$ cat src/hdl/abmh_pkg.sv
package abmh_pkg;

    localparam int unsigned BLOCK_SAMPLES      = 64;
    localparam int unsigned SAMPLES_PER_COLUMN = 16;
    localparam int unsigned WAVE_COLUMNS       = 32;
    localparam int unsigned MAX_READ           = 32;
    localparam int unsigned READ_COLUMNS       =
        (WAVE_COLUMNS < MAX_READ) ? WAVE_COLUMNS : MAX_READ;

    localparam int unsigned RAW_W   = 12;
    localparam int unsigned MV_W    = 16;
    localparam int unsigned ALPHA_W = 16;
    localparam int unsigned AVG_W   = 32;
    localparam int unsigned IDX_W   = 5;
    localparam int unsigned ADDR_W  = 4;
    localparam int unsigned DATA_W  = 32;

    localparam int unsigned RAW_ACC_W = RAW_W + $clog2(BLOCK_SAMPLES);
    localparam int unsigned MV_ACC_W  = MV_W + $clog2(BLOCK_SAMPLES);
    localparam int unsigned BLK_CNT_W =
        (BLOCK_SAMPLES > 1) ? $clog2(BLOCK_SAMPLES) : 1;
    localparam int unsigned BKT_CNT_W =
        (SAMPLES_PER_COLUMN > 1) ? $clog2(SAMPLES_PER_COLUMN) : 1;
    localparam int unsigned FILL_W    = $clog2(WAVE_COLUMNS + 1);
    localparam int unsigned RD_CNT_W  =
        (WAVE_COLUMNS > 1) ? $clog2(WAVE_COLUMNS) : 1;

    localparam int unsigned PROD_W = AVG_W + 1 + ALPHA_W + 1;

    localparam logic [1:0] REG_ALPHA   = 2'd0;
    localparam logic [1:0] REG_RAW_LIM = 2'd1;
    localparam logic [1:0] REG_MV_LIM  = 2'd2;

    localparam logic [ALPHA_W-1:0] ALPHA_RST   = 16'd6554;
    localparam logic [RAW_W-1:0]   RAW_LIM_RST = 12'd4000;
    localparam logic [MV_W-1:0]    MV_LIM_RST  = 16'd3050;

    localparam logic REQ_SAMPLE = 1'b0;
    localparam logic REQ_READ   = 1'b1;

    typedef struct packed {
        logic [MV_W-1:0] lo;
        logic [MV_W-1:0] hi;
    } t_col;

    typedef struct packed {
        logic shift;
        logic load;
    } t_cell_ctl;

    typedef struct packed {
        logic              push;
        logic              rotate;
        logic [FILL_W-1:0] fill;
    } t_chain_ctl;

endpackage

$ cat src/hdl/abmh_cell.sv
module abmh_cell (
    input  logic                 i_clk,
    input  abmh_pkg::t_cell_ctl  i_ctl,
    input  abmh_pkg::t_col       i_nbr,
    input  abmh_pkg::t_col       i_new,
    output abmh_pkg::t_col       o_col
);

    abmh_pkg::t_col r_col;

    always_ff @(posedge i_clk) begin
        if (i_ctl.shift) begin
            r_col <= i_nbr;
        end else if (i_ctl.load) begin
            r_col <= i_new;
        end
    end

    assign o_col = r_col;

endmodule

$ cat src/hdl/abmh_chain.sv
module abmh_chain (
    input  logic                 i_clk,
    input  abmh_pkg::t_chain_ctl i_ctl,
    input  abmh_pkg::t_col       i_new,
    output abmh_pkg::t_col       o_head
);

    abmh_pkg::t_col cols [abmh_pkg::WAVE_COLUMNS];
    logic           full;

    assign full = (i_ctl.fill == abmh_pkg::FILL_W'(abmh_pkg::WAVE_COLUMNS));

    // oldest column sits in cell 0 whenever no readout is rotating the chain
    for (genvar k = 0; k < abmh_pkg::WAVE_COLUMNS; k++) begin : g_cell
        abmh_pkg::t_cell_ctl ctl;
        abmh_pkg::t_col      nbr;

        assign ctl.shift = i_ctl.rotate | (i_ctl.push & full);
        assign ctl.load  = i_ctl.push & ~full &
                           (i_ctl.fill == abmh_pkg::FILL_W'(k));

        if (k == abmh_pkg::WAVE_COLUMNS - 1) begin : g_tail
            assign nbr = i_ctl.rotate ? cols[0] : i_new;
        end else begin : g_body
            assign nbr = cols[k+1];
        end

        abmh_cell u_cell (
            .i_clk (i_clk),
            .i_ctl (ctl),
            .i_nbr (nbr),
            .i_new (i_new),
            .o_col (cols[k])
        );
    end

    assign o_head = cols[0];

endmodule

$ cat src/hdl/adc_block_average_minmax_history.sv
// Block averager with min/max waveform history. A sample word (req_type 0)
// is accepted and returns one result word through the S_EMIT state, or,
// when it closes a block of 64 samples, through S_MUL (the moving-average
// multiply), S_ADD (the accumulate) and S_EMIT; the first block skips S_ADD,
// as S_MUL loads the average directly. A readout word (req_type 1)
// returns 32 result words, oldest column first, one per cycle while the output
// is not stalled; the history is a chain of 32 cells that rotates once per
// result, so a readout occupies the block until its last result. A new word
// is taken as soon as the previous one has been handed to the output register.
// Registers: 0x0 alpha (Q0.16), 0x4 raw limit, 0x8 millivolt limit.
module adc_block_average_minmax_history (
    input  logic                         i_clk,
    input  logic                         i_rst_n,
    input  logic                         i_in_valid,
    output logic                         o_in_stall,
    input  logic                         i_req_type,
    input  logic [abmh_pkg::RAW_W-1:0]   i_raw_code,
    input  logic [abmh_pkg::MV_W-1:0]    i_sample_mv,
    output logic                         o_out_valid,
    input  logic                         i_out_stall,
    output logic                         o_block_done,
    output logic [abmh_pkg::RAW_W-1:0]   o_raw_mean,
    output logic [abmh_pkg::MV_W-1:0]    o_filtered_mv,
    output logic                         o_filter_valid,
    output logic                         o_near_limit,
    output logic [abmh_pkg::FILL_W-1:0]  o_wave_fill,
    output logic [abmh_pkg::IDX_W-1:0]   o_column_index,
    output logic [abmh_pkg::MV_W-1:0]    o_column_min,
    output logic [abmh_pkg::MV_W-1:0]    o_column_max,
    output logic                         o_last,
    input  logic                         psel,
    input  logic                         penable,
    input  logic                         pwrite,
    input  logic [abmh_pkg::ADDR_W-1:0]  paddr,
    input  logic [abmh_pkg::DATA_W-1:0]  pwdata,
    output logic [abmh_pkg::DATA_W-1:0]  prdata,
    output logic                         pready
);

    localparam logic [2:0] S_IDLE = 3'd0;
    localparam logic [2:0] S_MUL  = 3'd1;
    localparam logic [2:0] S_ADD  = 3'd2;
    localparam logic [2:0] S_EMIT = 3'd3;
    localparam logic [2:0] S_READ = 3'd4;

    localparam int unsigned RAW_W   = abmh_pkg::RAW_W;
    localparam int unsigned MV_W    = abmh_pkg::MV_W;
    localparam int unsigned AVG_W   = abmh_pkg::AVG_W;
    localparam int unsigned PROD_W  = abmh_pkg::PROD_W;
    localparam int unsigned Q_W     = PROD_W - 16;
    localparam int unsigned SUM_W   = AVG_W + 3;

    logic [2:0]                          r_state;
    logic [abmh_pkg::ALPHA_W-1:0]        r_alpha;
    logic [RAW_W-1:0]                    r_raw_lim;
    logic [MV_W-1:0]                     r_mv_lim;
    logic [abmh_pkg::RAW_ACC_W-1:0]      r_raw_acc;
    logic [abmh_pkg::MV_ACC_W-1:0]       r_mv_acc;
    logic [abmh_pkg::BLK_CNT_W-1:0]      r_blk_cnt;
    logic [abmh_pkg::BKT_CNT_W-1:0]      r_bkt_cnt;
    logic [MV_W-1:0]                     r_bkt_lo;
    logic [MV_W-1:0]                     r_bkt_hi;
    logic [abmh_pkg::FILL_W-1:0]         r_fill;
    logic [RAW_W-1:0]                    r_mean_raw;
    logic [AVG_W-1:0]                    r_mean_q16;
    logic [AVG_W-1:0]                    r_avg;
    logic                                r_avg_ready;
    logic                                r_blk_flag;
    logic                                r_latched;
    logic                                r_done;
    logic [abmh_pkg::RD_CNT_W-1:0]       r_rd_cnt;
    logic signed [PROD_W-1:0]            r_prod;
    logic                                r_ovalid;

    logic [abmh_pkg::RAW_ACC_W-1:0]      raw_sum;
    logic [abmh_pkg::MV_ACC_W-1:0]       mv_sum;
    logic [abmh_pkg::RAW_ACC_W:0]        raw_round;
    logic [MV_W-1:0]                     lo_new;
    logic [MV_W-1:0]                     hi_new;
    logic                                flag_new;
    logic                                blk_close;
    logic                                bkt_close;
    logic                                accept;
    logic                                acc_sample;
    logic                                acc_read;
    logic                                out_free;
    logic                                rd_live;
    logic                                rd_step;
    logic                                rd_filled;
    logic                                load_out;
    logic signed [AVG_W:0]               diff;
    logic signed [PROD_W-1:0]            t_round;
    logic signed [SUM_W-1:0]             avg_sum;
    logic [AVG_W:0]                      avg_half;
    logic [MV_W-1:0]                     filt_mv;
    logic                                cfg_wr;
    abmh_pkg::t_chain_ctl                chain_ctl;
    abmh_pkg::t_col                      col_new;
    abmh_pkg::t_col                      col_head;

    assign pready = 1'b1;
    assign cfg_wr = psel & penable & pwrite & pready;

    always_comb begin
        case (paddr[3:2])
            abmh_pkg::REG_ALPHA:   prdata = abmh_pkg::DATA_W'(r_alpha);
            abmh_pkg::REG_RAW_LIM: prdata = abmh_pkg::DATA_W'(r_raw_lim);
            abmh_pkg::REG_MV_LIM:  prdata = abmh_pkg::DATA_W'(r_mv_lim);
            default:               prdata = '0;
        endcase
    end

    assign o_in_stall = (r_state != S_IDLE);
    assign accept     = i_in_valid & ~o_in_stall;
    assign acc_sample = accept & (i_req_type == abmh_pkg::REQ_SAMPLE);
    assign acc_read   = accept & (i_req_type == abmh_pkg::REQ_READ);
    assign out_free   = ~r_ovalid | ~i_out_stall;

    assign raw_sum   = r_raw_acc + abmh_pkg::RAW_ACC_W'(i_raw_code);
    assign mv_sum    = r_mv_acc + abmh_pkg::MV_ACC_W'(i_sample_mv);
    assign raw_round = {1'b0, raw_sum} +
                       (abmh_pkg::RAW_ACC_W+1)'(abmh_pkg::BLOCK_SAMPLES / 2);
    assign flag_new  = r_blk_flag | (i_raw_code >= r_raw_lim) | (i_sample_mv >= r_mv_lim);
    assign lo_new    = (i_sample_mv < r_bkt_lo) ? i_sample_mv : r_bkt_lo;
    assign hi_new    = (i_sample_mv > r_bkt_hi) ? i_sample_mv : r_bkt_hi;
    assign blk_close = (r_blk_cnt == abmh_pkg::BLK_CNT_W'(abmh_pkg::BLOCK_SAMPLES - 1));
    assign bkt_close = (r_bkt_cnt == abmh_pkg::BKT_CNT_W'(abmh_pkg::SAMPLES_PER_COLUMN - 1));

    assign rd_live   = (32'(r_rd_cnt) < abmh_pkg::READ_COLUMNS);
    assign rd_step   = (r_state == S_READ) & (~rd_live | out_free);
    assign rd_filled = (abmh_pkg::FILL_W'(r_rd_cnt) < r_fill);
    assign load_out  = ((r_state == S_EMIT) & out_free) | (rd_step & rd_live);

    assign col_new.lo       = lo_new;
    assign col_new.hi       = hi_new;
    assign chain_ctl.push   = acc_sample & bkt_close;
    assign chain_ctl.rotate = rd_step;
    assign chain_ctl.fill   = r_fill;

    abmh_chain u_chain (
        .i_clk  (i_clk),
        .i_ctl  (chain_ctl),
        .i_new  (col_new),
        .o_head (col_head)
    );

    assign diff     = $signed({1'b0, r_mean_q16}) - $signed({1'b0, r_avg});
    assign t_round  = r_prod + PROD_W'(32768);
    assign avg_sum  = $signed({3'b000, r_avg}) +
                      $signed({{(SUM_W-Q_W){t_round[PROD_W-1]}}, t_round[PROD_W-1:16]});
    assign avg_half = {1'b0, r_avg} + (AVG_W+1)'(32768);
    assign filt_mv  = avg_half[AVG_W] ? {MV_W{1'b1}} : avg_half[AVG_W-1:16];

    always_ff @(posedge i_clk) begin
        if (!i_rst_n) begin
            r_state     <= S_IDLE;
            r_alpha     <= abmh_pkg::ALPHA_RST;
            r_raw_lim   <= abmh_pkg::RAW_LIM_RST;
            r_mv_lim    <= abmh_pkg::MV_LIM_RST;
            r_raw_acc   <= '0;
            r_mv_acc    <= '0;
            r_blk_cnt   <= '0;
            r_bkt_cnt   <= '0;
            r_bkt_lo    <= '1;
            r_bkt_hi    <= '0;
            r_fill      <= '0;
            r_mean_raw  <= '0;
            r_avg       <= '0;
            r_avg_ready <= 1'b0;
            r_blk_flag  <= 1'b0;
            r_latched   <= 1'b0;
            r_done      <= 1'b0;
            r_rd_cnt    <= '0;
            r_ovalid    <= 1'b0;
        end else begin
            if (cfg_wr) begin
                case (paddr[3:2])
                    abmh_pkg::REG_ALPHA:   r_alpha   <= pwdata[abmh_pkg::ALPHA_W-1:0];
                    abmh_pkg::REG_RAW_LIM: r_raw_lim <= pwdata[RAW_W-1:0];
                    abmh_pkg::REG_MV_LIM:  r_mv_lim  <= pwdata[MV_W-1:0];
                    default: ;
                endcase
            end

            if (load_out) begin
                r_ovalid <= 1'b1;
            end else if (!i_out_stall) begin
                r_ovalid <= 1'b0;
            end

            if (acc_sample) begin
                if (bkt_close) begin
                    r_bkt_cnt <= '0;
                    r_bkt_lo  <= '1;
                    r_bkt_hi  <= '0;
                    if (r_fill != abmh_pkg::FILL_W'(abmh_pkg::WAVE_COLUMNS)) begin
                        r_fill <= r_fill + 1'b1;
                    end
                end else begin
                    r_bkt_cnt <= r_bkt_cnt + 1'b1;
                    r_bkt_lo  <= lo_new;
                    r_bkt_hi  <= hi_new;
                end
                if (blk_close) begin
                    r_raw_acc  <= '0;
                    r_mv_acc   <= '0;
                    r_blk_cnt  <= '0;
                    r_mean_raw <= RAW_W'(raw_round / abmh_pkg::BLOCK_SAMPLES);
                    r_latched  <= flag_new;
                    r_blk_flag <= 1'b0;
                    r_done     <= 1'b1;
                    r_state    <= S_MUL;
                end else begin
                    r_raw_acc  <= raw_sum;
                    r_mv_acc   <= mv_sum;
                    r_blk_cnt  <= r_blk_cnt + 1'b1;
                    r_blk_flag <= flag_new;
                    r_done     <= 1'b0;
                    r_state    <= S_EMIT;
                end
            end

            if (acc_read) begin
                r_rd_cnt <= '0;
                r_state  <= S_READ;
            end

            case (r_state)
                S_MUL: begin
                    if (!r_avg_ready) begin
                        r_avg       <= r_mean_q16;
                        r_avg_ready <= 1'b1;
                        r_state     <= S_EMIT;
                    end else begin
                        r_state <= S_ADD;
                    end
                end
                S_ADD: begin
                    if (avg_sum[SUM_W-1]) begin
                        r_avg <= '0;
                    end else if (avg_sum[SUM_W-2:AVG_W] != '0) begin
                        r_avg <= '1;
                    end else begin
                        r_avg <= avg_sum[AVG_W-1:0];
                    end
                    r_state <= S_EMIT;
                end
                S_EMIT: begin
                    if (out_free) begin
                        r_state <= S_IDLE;
                    end
                end
                S_READ: begin
                    if (rd_step) begin
                        r_rd_cnt <= r_rd_cnt + 1'b1;
                        if (r_rd_cnt == abmh_pkg::RD_CNT_W'(abmh_pkg::WAVE_COLUMNS - 1)) begin
                            r_state <= S_IDLE;
                        end
                    end
                end
                default: ;
            endcase
        end
    end

    always_ff @(posedge i_clk) begin
        if (acc_sample && blk_close) begin
            r_mean_q16 <= AVG_W'({mv_sum, 16'h0000} / abmh_pkg::BLOCK_SAMPLES);
        end
        if (r_state == S_MUL) begin
            r_prod <= diff * $signed({1'b0, r_alpha});
        end
        if (load_out) begin
            o_raw_mean     <= r_mean_raw;
            o_filtered_mv  <= filt_mv;
            o_filter_valid <= r_avg_ready;
            o_near_limit   <= r_latched;
            o_wave_fill    <= r_fill;
            if (r_state == S_READ) begin
                o_block_done   <= 1'b0;
                o_column_index <= abmh_pkg::IDX_W'(r_rd_cnt);
                o_column_min   <= rd_filled ? col_head.lo : '0;
                o_column_max   <= rd_filled ? col_head.hi : '0;
                o_last         <= (r_rd_cnt == abmh_pkg::RD_CNT_W'(abmh_pkg::READ_COLUMNS - 1));
            end else begin
                o_block_done   <= r_done;
                o_column_index <= '0;
                o_column_min   <= '0;
                o_column_max   <= '0;
                o_last         <= 1'b1;
            end
        end
    end

    assign o_out_valid = r_ovalid;

endmodule

$ cat config.mk
export PLATFORM = sky130hd
export DESIGN_NAME = adc_block_average_minmax_history
export DESIGN_NICKNAME = d
export VERILOG_FILES = /design/src/hdl/abmh_pkg.sv /design/src/hdl/abmh_cell.sv /design/src/hdl/abmh_chain.sv /design/src/hdl/adc_block_average_minmax_history.sv
export SDC_FILE = /design/constraint.sdc
export NUM_CORES = 2
export LEC_CHECK = 0
export BUFFER_PORTS_ARGS = -buffer_cell sky130_fd_sc_hd__buf_4
export CAP_MARGIN = 30
export CORE_ASPECT_RATIO = 0.6
export CORE_MARGIN = 3
export CORE_UTILIZATION = 35
export CTS_BUF_LIST = sky130_fd_sc_hd__clkbuf_8
export CTS_CLUSTER_SIZE = 10
export DETAILED_ROUTE_END_ITERATION = 16
export GPL_TIMING_DRIVEN = 0
export HOLD_SLACK_MARGIN = 0.06
export MAX_ROUTING_LAYER = met4
export SLEW_MARGIN = 30
export SYNTH_ARGS = -nofsm -noshare
export SYNTH_HDL_FRONTEND = slang
export SYNTH_SLANG_ARGS = --single-unit
$ cat constraint.sdc
create_clock -name i_clk -period 8.6 [get_ports i_clk]
set_clock_uncertainty 0.2 [all_clocks]
set_input_delay 1.29 -clock i_clk [delete_from_list [all_inputs] [get_ports i_clk]]
set_output_delay 1.29 -clock i_clk [all_outputs]
set_load 0.01 [all_outputs]
== Word level (Yosys, flattened, before mapping) ==
Cells that the tools add are included.
W data, S select, Z words.
Storage, ports and cells
  bits in registers: 1360
  input bits: 72
Cells by class
  add/sub/neg operators: 11
  $mul: 1
  magnitude comparators: 5
  eq/ne operators: 44
  multiplexer cells: 93
  bitwise operators: 52
  reduce and logical (&&, ||, !) cells: 45
Operators by type and width (number)
  $mux W32: 68
  $eq A6 B5 Y1 const B: 16
  $reduce_bool A2 Y1: 34
  $mux W16: 4
  $pmux W32 S2: 1
  $add A50 B17 Y50 const B: 1
  $mul A33 B17 Y50: 1
  $eq A6 B4 Y1 const B: 8
  $pmux W16 S3: 1
  $and A1 B1 Y1: 42
  $add A33 B34 Y35: 1
  $add A32 B16 Y33 const B: 1
  $sub A32 B32 Y33: 1
  $eq A6 B3 Y1 const B: 4
  $add A22 B16 Y22: 1
  $mux W22: 1
  $add A18 B12 Y18: 1
  $add A18 B6 Y18 const B: 1
  $mux W18: 1
  $ge A16 B16 Y1: 1
  $gt A16 B16 Y1: 1
  $lt A16 B16 Y1: 1
  $mux W3: 5
  $mux W5: 3
  31 further kinds: 52

== Longest topological paths before layout ==
  depth in word-level cells: 9
  gate-level depth with buffers: 35

== Modules after synthesis ==
A second synthesis with hierarchy kept.
Second synthesis, totals
  cells, all modules: 6359
  area, all modules: 85993.7 um^2
By module, submodules not included
  abmh_cell: instances 32, cells each 69, area an instance 1507.7 um^2, seq. area each 960.9 um^2
  adc_block_average_minmax_history: instances 1, cells each 4061, area an instance 37021.8 um^2, seq. area each 7747.4 um^2
  abmh_chain: instances 1, cells each 90, area an instance 725.7 um^2, seq. area each 0.0 um^2

== Worst setup path before layout ==
Ideal clock, no wire load.
  path type: reg-to-reg
  start: register r_avg[17]
  end: register r_prod[49] (data pin)
  arrival time: 7.949 ns
  data required time: 8.125 ns
  setup slack: 0.176 ns
  cell stages (with the launch flop): 36
  path through: dfxtp_1 -> inv_1 -> ha_1 -> clkbuf_1 -> a21oi_1 -> o221ai_1 -> a21o_1 -> a21oi_1 -> nand4_1 -> and2_1 -> o41a_1 -> a41oi_1 -> clkbuf_1 -> nand2_1 -> inv_1 -> fa_1 -> inv_1 -> fa_1 -> inv_1 -> fa_1 -> fa_1 -> fa_1 -> inv_1 -> fa_1 -> inv_1 -> ha_1 -> a21o_1 -> a21o_1 -> a21oi_1 -> o21bai_1 -> a21o_1 -> a21o_1 -> a21oi_1 -> o211ai_1 -> o21ai_0 -> a311oi_1
On the way
  cells in the longest elaborated chain, start to end: 2
Ends and longest elaborated chain
  start, declared: RTL line adc_block_average_minmax_history.sv:66  | logic [AVG_W-1:0] r_avg;
  start signal, assigned: RTL line adc_block_average_minmax_history.sv:231  | r_avg <= r_mean_q16;
  start signal, assigned: RTL line adc_block_average_minmax_history.sv:244  | r_avg <= avg_sum[AVG_W-1:0];
  $sub A32 B32 Y33: RTL line adc_block_average_minmax_history.sv:147  | assign diff = $signed({1'b0, r_mean_q16}) - $signed({1'b0, r_avg});
  $mul A33 B17 Y50: RTL line adc_block_average_minmax_history.sv:271  | r_prod <= diff * $signed({1'b0, r_alpha});
  end signal, assigned: RTL line adc_block_average_minmax_history.sv:271
  end, declared: RTL line adc_block_average_minmax_history.sv:72  | logic signed [PROD_W-1:0] r_prod;
Every way passes these cells.
A chain may end at the register's enable or synchronous reset.

== Final worst setup path ==
  start: register r_avg[2]
  end: register r_prod[49] (data pin)
Same word-level chain as after synthesis.

==> flow_metrics.tcl <==
set metrics [dict create \
    min_path_type "reg -> reg" \
    synth_cells 7257 \
    async_reset_ff_share_pct 0 \
    rsz0062_at_grt "yes" \
    status "complete, but fails checks" \
    wl_per_cell_um 25.7 \
    final_common_cell "edfxtp_1" \
    fin_crit_sh_pct 104 \
    max_freq_ghz 0.112 \
    synth-simple-area-share_pct 10.4 \
    cts_root_buffer "clkbuf_8" \
    stdcell_count 11100 \
    worst-endpoint-arrival_ns 9.31 \
    grt_pass1_vias 59000 \
    synth_ff_type "edfxtp_1" \
    clk_path_buf_depth 4 \
    first_iter_violations 7330 \
    grt_max_degree 33 \
    numPortBuffers 145 \
    synth_area_leader_cell "edfxtp_1" \
    regArea_sq_mm 0.0385 \
    cts_sinks 1345 \
    r2r-start "r_avg[2]" \
    end_kind "flip-flop" \
    holdBufCountCts 0 \
    antenna_found_initial 34 \
    grtUsageTotal_pct 23.8 \
    final_hold_viol_count 0 \
    fin_nets 8647 \
    drv_slew 0 \
    drt-pass1-iter-count 6 \
    totalWireLength_mm 286 \
    initial_utilization_pct 35.4 \
    worst_slew_pin_slew_ns 1.13 \
    hp-start "r_mean_raw[6]" \
    fin_util_pct 41.2 \
    dp_slack_ns -3.37 \
    numCtsBuffers 218 \
    crit_path_start_kind "flip-flop" \
    drive_gt1_share_pct 18.8 \
    die_y_um 383 \
    synth_edf_count 1156 \
    gp_congestion 0.990 \
    fillers 22100 \
    syn_area_sq_mm 0.0830 \
    cap_violations 0 \
    critPathLaunch "r_avg[2]" \
    core-area_sq_mm 0.234 \
    ios 182 \
    violations "setup timing" \
    htree_levels 4 \
    cts_tree "yes" \
    crit_fanout 10 \
    synth.distinct_cells 88 \
    postRouteAntennaNets 0 \
    slew_headroom_pct 25.0 \
    synth_compound_area_share_pct 18.1 \
    muxShareOfSynthArea_pct 0.641 \
    reg2reg_slack_ns -0.31 \
    synthAdderAreaFrac_pct 16.3 \
    die_area_sq_mm 0.243 \
    synth_top_area_share_pct 41.8 \
    insertion_delay_ns 0.95 \
    placedCellCount 10600 \
    critPathRequiredTime_ns 9.00 \
    layout_setup_ws_ns -0.309 \
    synth_xor_area_share_pct 1.81 \
    areaGrowthSynthToFinish_pct 16.3 \
    syn_area_per_cell_sq_um 11.4 \
    path_clk_slew_ns 0.07 \
    fin_crit_ns 8.91 \
    yosys_register_bits 1345 \
    yosys_warnings 0 \
    grt_pass1_wl_mm 415 \
    vias_per_cell 5.42 \
    dp_hpwl_mm 219 \
    critPathKind "reg -> reg" \
    vias 60300 \
    synth_top_family_by_area "compound AO/OA/AOI/OAI gates" \
    drc 0 \
    setup_viol 13 \
    yosysSeqAreaShare_pct 46.4 \
    row_count 137 \
    final_cell_mix "edfxtp_1, inv_1, nor2_1" \
    grt_overflow_total 0 \
    die_x_um 635 \
    multi_input_area_sq_mm 0.0410 \
    yosys-top-cells-area "edfxtp_1, fa_1, a211oi_2" \
]
[area by class of cell]
| cell class | count | share of cell area [%] |
|---|---|---|
| multi-input cells | 4676 | 42.4 |
| flip-flops and latches | 1345 | 39.9 |
| well taps | 3127 | 4.05 |
| repair buffers | 316 | 3.53 |
| clock buffers | 242 | 3.45 |
| plain buffers | 530 | 2.97 |
| inverters | 710 | 2.77 |
| clock inverters | 148 | 0.815 |
| diodes | 27 | 0.0700 |
[sequential cells by signal, indices dropped and copies added, names as in the netlist, 12 cells and up]
register                     count
o_column_max                    16
o_raw_mean                      12
r_bkt_lo                        16
r_mv_acc                        22
r_raw_lim                       12
o_filtered_mv                   16
r_mv_lim                        16
u_chain.g_cell.u_cell.o_col   1024
r_mean_raw                      12
r_mean_q16                      22
r_alpha                         16
o_column_min                    16
r_avg                           32
r_bkt_hi                        16
r_raw_acc                       18
r_prod                          35
[what timing repair did]
action                     in CTS  in global routing
resized for setup             216                101
setup endpoints to repair      35                 27
pin swaps                      69                 95
buffers inserted               59                 39
[kinds of logic after synthesis]
kind of cell	after synthesis
AOI/OAI and AO/OA	1749
xor gates and xnor gates	172
adders and majority gates	778
buffers and inverters	1251
DFF	1345
muxes	53
other	2
and+or+nand+nor	1907
[critical path, cell delays in order (launching register included)]
cell,delay (ns)
dfxtp_1,0.33
buf_2,0.19
o31a_1,0.26
nor2_2,0.81
clkbuf_1,0.69
nand2_1,0.15
fa_1,0.54
fa_1,0.57
inv_1,0.05
fa_1,0.50
inv_1,0.07
fa_1,0.50
inv_1,0.06
fa_2,0.56
fa_2,0.50
ha_4,0.32
nand4_1,0.09
buf_4,0.21
nor3_4,0.22
buf_12,0.17
o2111ai_4,0.11
buf_12,0.19
a21oi_4,0.20
o21ai_4,0.09
a21o_4,0.27
a21bo_4,0.25
a2111oi_4,0.36
a311oi_2,0.10
[through the flow]
| step | setup TNS (ns) | hold slack, ns | area, sq um |
|---|---|---|---|
| after floorplan | 0 | 0.200 | 83100 |
| after global placement | -106.08 | 0.215 | 88100 |
| after detailed placement | -69.52 | 0.218 | 90000 |
| after CTS | -0.0802 | 0.221 | 95600 |
| after global routing | -3.86 | 0.239 | 96500 |
| final | -1.44 | 0.222 | 96500 |
[synthesized netlist by cell type (all sizes together), types with 38 or more instances]
master,number
a211oi,542
a21o,76
a21oi,210
a22o,45
a31oi,38
and2,300
buf,137
clkbuf,404
dfxtp,189
edfxtp,1156
fa,504
ha,274
inv,709
mux2i,52
nand2,556
nand2b,44
nand3,58
nand4,51
nor2,697
nor3,99
o21a,527
o21ai,120
xnor2,118
xor2,54
[metal layers]
metal | GRT usage (%) | vias up | part of all wire [%]
met4 | 5.96 | 0 | 2.5
met2 | 29.5 | 3226 | 38
met5 | - | - | 0
met1 | 35.7 | 30200 | 47
met3 | 8.70 | 388 | 13
li1 | - | 26500 | -
[final timing paths]
path / endpoint / cells after the start
setup / recovery: r_prod[49] / 27
hold / removal: o_raw_mean[6] / 0
setup reg to reg: r_prod[49] / 27
hold reg to reg: o_raw_mean[6] / 0
Power is left out: the tool's default activity adds up to more than one toggle a clock period on the data nets, which glitch-free logic cannot reach.
